$ cat src/min_segment_visibility_top_macros.svh
// Assertion macros shared by the segment visibility scorer.
`ifndef MIN_SEGMENT_VISIBILITY_TOP_MACROS_SVH
`define MIN_SEGMENT_VISIBILITY_TOP_MACROS_SVH

// expression must never hold outside reset
`define MSV_NEVER(lbl, clk, rst_n, expr) \
    lbl: assert property (@(posedge clk) disable iff (!rst_n) !(expr)) \
        else $error("assertion failed");

// antecedent implies consequent in the next cycle
`define MSV_IMPLY(lbl, clk, rst_n, ante, cons) \
    lbl: assert property (@(posedge clk) disable iff (!rst_n) (ante) |=> (cons)) \
        else $error("assertion failed");

`endif

$ cat src/msv_pkg.sv
`timescale 1ns / 1ps
// Shared types and constants for the segment visibility scorer.
package msv_pkg;
    localparam int COORD_FRAC_BITS = 16;
    localparam int T_FRAC = 32;
    localparam int DW = 33;
    localparam int MW = 34;
    localparam int PW = 68;
    localparam int QUEUE_DEPTH = 2;
    localparam int OUT_DEPTH = 2;
    localparam logic [PW-1:0] SHORT_THRESH =
        ((PW'(1) << (2 * COORD_FRAC_BITS)) + PW'(99999)) / PW'(100000);
    localparam logic [PW-1:0] ROUND_HALF = PW'(1) << (T_FRAC - 1);
    localparam logic [DW-1:0] T_ONE = DW'(1) << T_FRAC;
    localparam logic [31:0] SCORE_MAX = '1;

    typedef enum logic [1:0] {
        KIND_KEEPER = 2'd0,
        KIND_TGT1   = 2'd1,
        KIND_TGT2   = 2'd2,
        KIND_POINT  = 2'd3
    } t_kind;

    typedef logic [2:0][DW-1:0] t_vec3;

    typedef struct packed {
        t_vec3 d1;
        t_vec3 w1;
        t_vec3 d2;
        t_vec3 w2;
        logic  dual;
        logic  last;
        logic  emit;
    } t_job;

    typedef enum logic [1:0] {MS_IDLE, MS_LO, MS_HI, MS_SUM} t_mul_state;

    typedef enum logic [1:0] {OP_DD, OP_WD, OP_TD, OP_EE} t_op;

    typedef enum logic [2:0] {
        ST_IDLE, ST_LOAD, ST_MUL, ST_MWAIT, ST_DECIDE, ST_DIV, ST_ROOT, ST_DONE
    } t_state;
endpackage

$ cat src/msv_front.sv
`timescale 1ns / 1ps
// Front end: input acceptance, pose registers, difference vectors, job queue.
module msv_front (
    input  logic                i_clk,
    input  logic                i_rst_n,
    input  logic                push,
    output logic                full,
    input  logic [1:0]          i_kind,
    input  logic signed [31:0]  i_coord_x,
    input  logic signed [31:0]  i_coord_y,
    input  logic signed [31:0]  i_coord_z,
    input  logic                i_last,
    input  logic                i_cfg_we,
    input  logic                i_cfg_dual_target,
    input  logic                i_job_pop,
    output logic                o_job_valid,
    output msv_pkg::t_job       o_job
);
    import msv_pkg::*;

    localparam int QPW = $clog2(QUEUE_DEPTH);
    localparam int QCW = $clog2(QUEUE_DEPTH + 1);

    function automatic logic [DW-1:0] sext(logic [31:0] v);
        return {v[31], v};
    endfunction

    logic [2:0][31:0] r_keeper, r_tgt1, r_tgt2;
    logic [2:0] r_pose_valid;
    logic r_dual;
    t_job r_mem [QUEUE_DEPTH];
    logic [QPW-1:0] r_wr, r_rd;
    logic [QCW-1:0] r_count;

    logic [2:0][31:0] pt;
    logic [2:0] need;
    logic accept, job_push;
    t_job n_job;

    assign pt       = {i_coord_z, i_coord_y, i_coord_x};
    assign full     = (r_count == QCW'(QUEUE_DEPTH));
    assign accept   = push && !full;
    assign job_push = accept && (t_kind'(i_kind) == KIND_POINT);
    assign need     = r_dual ? 3'b111 : 3'b011;

    always_comb begin
        for (int i = 0; i < 3; i++) begin
            n_job.d1[i] = sext(r_keeper[i]) - sext(r_tgt1[i]);
            n_job.w1[i] = sext(pt[i]) - sext(r_tgt1[i]);
            n_job.d2[i] = sext(r_keeper[i]) - sext(r_tgt2[i]);
            n_job.w2[i] = sext(pt[i]) - sext(r_tgt2[i]);
        end
        n_job.dual = r_dual;
        n_job.last = i_last;
        n_job.emit = i_last && ((r_pose_valid & need) == need);
    end

    always_ff @(posedge i_clk) begin
        if (!i_rst_n) begin
            r_keeper     <= '0;
            r_tgt1       <= '0;
            r_tgt2       <= '0;
            r_pose_valid <= '0;
            r_dual       <= 1'b0;
            r_wr         <= '0;
            r_rd         <= '0;
            r_count      <= '0;
        end else begin
            if (i_cfg_we) r_dual <= i_cfg_dual_target;
            if (accept) begin
                unique case (t_kind'(i_kind))
                    KIND_KEEPER: begin
                        r_keeper        <= pt;
                        r_pose_valid[0] <= 1'b1;
                    end
                    KIND_TGT1: begin
                        r_tgt1          <= pt;
                        r_pose_valid[1] <= 1'b1;
                    end
                    KIND_TGT2: begin
                        r_tgt2          <= pt;
                        r_pose_valid[2] <= 1'b1;
                    end
                    KIND_POINT: begin
                    end
                endcase
            end
            if (job_push) r_wr <= r_wr + 1'b1;
            if (i_job_pop) r_rd <= r_rd + 1'b1;
            if (job_push && !i_job_pop) r_count <= r_count + 1'b1;
            else if (!job_push && i_job_pop) r_count <= r_count - 1'b1;
        end
    end

    always_ff @(posedge i_clk) begin
        if (job_push) r_mem[r_wr] <= n_job;
    end

    assign o_job_valid = (r_count != '0);
    assign o_job       = r_mem[r_rd];
endmodule

$ cat config.mk
export PLATFORM = sky130hd
export DESIGN_NAME = msv_front
export DESIGN_NICKNAME = d
export VERILOG_FILES = /design/src/min_segment_visibility_top_macros.svh /design/src/msv_pkg.sv /design/src/msv_front.sv
export SDC_FILE = /design/constraint.sdc
export NUM_CORES = 2
export LEC_CHECK = 0
export ABC_AREA = 1
export BUFFER_PORTS_ARGS = -buffer_cell sky130_fd_sc_hd__buf_2
export CAP_MARGIN = 20
export CORE_UTILIZATION = 40
export CTS_BUF_LIST = sky130_fd_sc_hd__clkbuf_8
export DETAILED_ROUTE_END_ITERATION = 7
export SLEW_MARGIN = 20
export SYNTH_ARGS = -nofsm -noshare
export SYNTH_HDL_FRONTEND = slang
export SYNTH_SLANG_ARGS = --single-unit
$ cat constraint.sdc
create_clock -name i_clk -period 18.46 [get_ports i_clk]
set_input_delay 1.846 -clock i_clk [delete_from_list [all_inputs] [get_ports i_clk]]
set_output_delay 1.846 -clock i_clk [all_outputs]
set_load 0.05 [all_outputs]
==> summary.md <==
| Metric | Value |
|---|---|
| Leakage | `0.0385 uW` |
| Syn Area/Cell | `7.74 sq um` |
| CP Max Fanout | `64` |
| DPL Wire Length | `189,000 um` |
| CTS buffer count | `185` |
| Nets | `just under 10k` |
| Setup TNS | `0 ns` |
| Crit path to | `o_job[26]` |
| CTS tree | `built` |
| Final hold vios | `0` |
| Max VDD drop | `0.0000752 V` |
| Gp weighted congestion | `around 1` |
| Mapped Nets | `between 9k and 10k` |
| Share of layout cells above drive strength 1 | `12.6%` |
| Yosys reg bits | `1,095` |
| Fill count | `17.2k` |
| CTS clk-pin slew, worst paths | `0.06 ns` |
| CP Capture Type | `output pin` |
| CP Class | `reg -> out` |
| Max incr delay on CP | `0.81 ns` |
| Number of vias per cell | `4.90` |
| Min Hold Slack | `0.467 ns` |
| Post-Synthesis Cell Area | `68,400 sq um` |
| PostCTS Resize Cnt | `0` |
| Period utilization | `between 30% and 40%` |
| Final setup vio count | `0` |
| Clock insertion delay at the later pin of the skew report | `0.98 ns` |
| Drt drc | `0` |
| RSZ-0062 raised after global routing | `no` |
| Cells after synthesis | `8,844` |
| CP Cell Sequence | `buf_4 -> buf_4 -> buf_4 -> mux2_2 -> buf_2` |
| Yosys cell types | `30` |
| CTS Hold Buffers Added | `0` |
| Critical R2R Launch | `r_count[1]$_SDFFE_PN0P_` |
| Hold Path Class | `reg -> reg` |
| Nature of the critical path startpoint | `register` |
| PortBufs | `505` |
| End of the worst register-to-register path | `r_mem[0][230]$_DFFE_PP_` |
| Core area | `170,000 sq um` |
| Global-route wire length before repair | `338,000 um` |
| Grt total ovfl | `0` |
| Root Buffer | `clkbuf_8` |
| Setup ws final | `about 12 ns` |
| Power Dens Cells | `95.6 nW/um^2` |
| IO Count | `506` |
| Critical Path Most Common Cell | `buf_4` |
| DRT antenna net count | `0` |
| Vias | `57.7k` |
| Post-detailed-route wirelength per cell | `19.7 um` |
| Cell Rows | `151` |
| Clock Sinks | `between 1k and 1.5k` |
| CP required | `16.61 ns` |
| Routed wire length | `roughly 230,000 um` |
| Initial Util | `about 40%` |
| Total GRT Usage | `a little over a quarter` |
| WP data arrival | `4.74 ns` |
| First-iteration detailed-routing DRC count | `4,434` |
| H-Tree Depth | `4` |
| Die W | `416 um` |
| Drt first pass iters | `6` |
| R2R cell count | `9` |
| Max Cap Violations | `0` |
| Post-CTS setup buffers | `0` |
| Status | `finished, final reports clean` |
| Clock skew | `0.0726 ns` |
| Fin. max-slew vios | `0` |
| Max_slew headroom | `29.3%` |
| Die area | `173,000 sq um` |
| Area Growth Syn to Fin | `12.3%` |
| Hold Startpoint | `r_pose_valid[2]$_SDFFE_PN0P_` |
| Yosys warnings | `0` |
| Max frequency | `~150 MHz` |
| Pre-CTS setup slack | `12.03 ns` |
| Worst Max-Slew Pin Slew | `1.06 ns` |
| Seq/Total Area, Yosys | `43.7%` |
| Die height | `416 um` |
| Clock tree buffer depth | `3` |
| CP max stage cell | `dfxtp_4` |
| Tmin final | `6.59 ns` |
| Vias in the first global route | `53.9k` |
| Antenna violations before repair | `10` |
| R2R Setup Slk | `approximately 14 ns` |
| Pin count of the biggest net entering global routing | `128` |
where the power goes:
part,leakage (uW),switching (uW),internal (uW)
registers,0.00964,42.5,2870
clock network,0.00209,1020,1120
logic,0.0267,1690,612
total,0.0385,2750,4590
synth_stat cells, drive strengths merged:
library cell     n  area [sq um]
and2            24           150
or2             12          75.1
mux2           399          4490
nor2           506          1910
xor2           156          1370
dfxtp          297          5950
nand2         3145         11800
a21oi          543          2720
fa              12           240
nand3          373          1870
xnor2           25           219
a21o            12          90.1
inv           1715          6440
o21bai          12          90.1
clkbuf          53           199
ha             385          4820
nor3            24           120
nand4           48           300
edfxtp         798         24000
buf            101           584
o21ai          204          1020
flip-flops by register name (all words and copies together) (netlist names), named ones only:
name and count:
r_mem 798, r_rd 1, r_dual 1, r_wr 1, r_tgt1 96, r_pose_valid 3, r_count 2, r_keeper 96
r_tgt2 96
worst max-delay path, delay by kind of cell, from the launching register on:
family	cells	cell delay [ns]
flops	1	0.81
buf+inv	4	2.36
mux	1	0.42
cell type report:
class / count / area (sq um) / share of cell area [%]
Timing Repair Buffer: 535 / 2760 / 3.59
Clock inverter: 144 / 932 / 1.21
Antenna cell: 12 / 30.0 / 0.0391
Clock buffer: 193 / 2660 / 3.46
Inverter: 1715 / 6440 / 8.38
Tap cell: 2218 / 2780 / 3.61
Multi-Input combinational cell: 5880 / 31300 / 40.8
Sequential cell: 1095 / 29900 / 38.9
how the worst min path moves through the flow:
stage	end	cells after the start
global route	r_pose_valid[0]$_SDFFE_PN0P_	2
CTS	r_pose_valid[2]$_SDFFE_PN0P_	2
detailed placement	r_pose_valid[2]$_SDFFE_PN0P_	2
floorplan	r_pose_valid[0]$_SDFFE_PN0P_	2
global placement	r_pose_valid[2]$_SDFFE_PN0P_	2
finish	r_pose_valid[2]$_SDFFE_PN0P_	2
cells in the final DEF (no fill, tap or decap), types with 23 or more instances in the layout:
cell,instances
inv_1,1777
o21ai_1,29
a21oi_1,543
nand4_1,48
clkinv_1,23
xor2_1,156
xnor2_1,25
edfxtp_1,798
o21ai_0,174
buf_2,504
nor3_1,24
ha_1,385
buf_4,30
dfxtp_1,296
and2_1,24
mux2_2,399
clkbuf_8,193
nand3_1,372
nand2_1,3143
nor2_1,502
clkinv_2,25
metrics by stage:
stage / cell area, sq um / util [%] / power (uW) / std cells
after floorplan: 68400 / - / 4500 / 8844
after global placement: 73200 / 43.2 / 5220 / 11400
after detailed placement: 73200 / 43.2 / 5250 / 11400
after CTS: 76800 / 45.3 / 7410 / 11800
after global routing: 76800 / 45.3 / 7720 / 11800
final: 76800 / 45.3 / 7350 / 11800
routing by layer:
metal  global-route usage [%]  up-vias  wire, um
met5                        0        -         0
met4                     9.74        0      8770
met3                     3.74      344     13200
met2                     43.6     1730    109000
met1                     34.7    26600    102000
li1                         -    29000         -
logic make-up (layout without fill, tap and decap cells):
| logic type | after synthesis | in the layout | share of synthesized area [%] |
|---|---|---|---|
| multiplexers | 399 | 399 | 6.57 |
| AND/OR/NAND/NOR | 4132 | 4132 | 23.7 |
| buffers and inverters | 1869 | 2587 | 10.6 |
| XOR/XNOR | 181 | 181 | 2.32 |
| other | 0 | 12 | 0 |
| AO/OA/AOI/OAI | 771 | 771 | 5.73 |
| adder cells (fa/ha/maj) | 397 | 397 | 7.39 |
| flip-flops | 1095 | 1095 | 43.7 |
(Power assumes the default switching activity.)
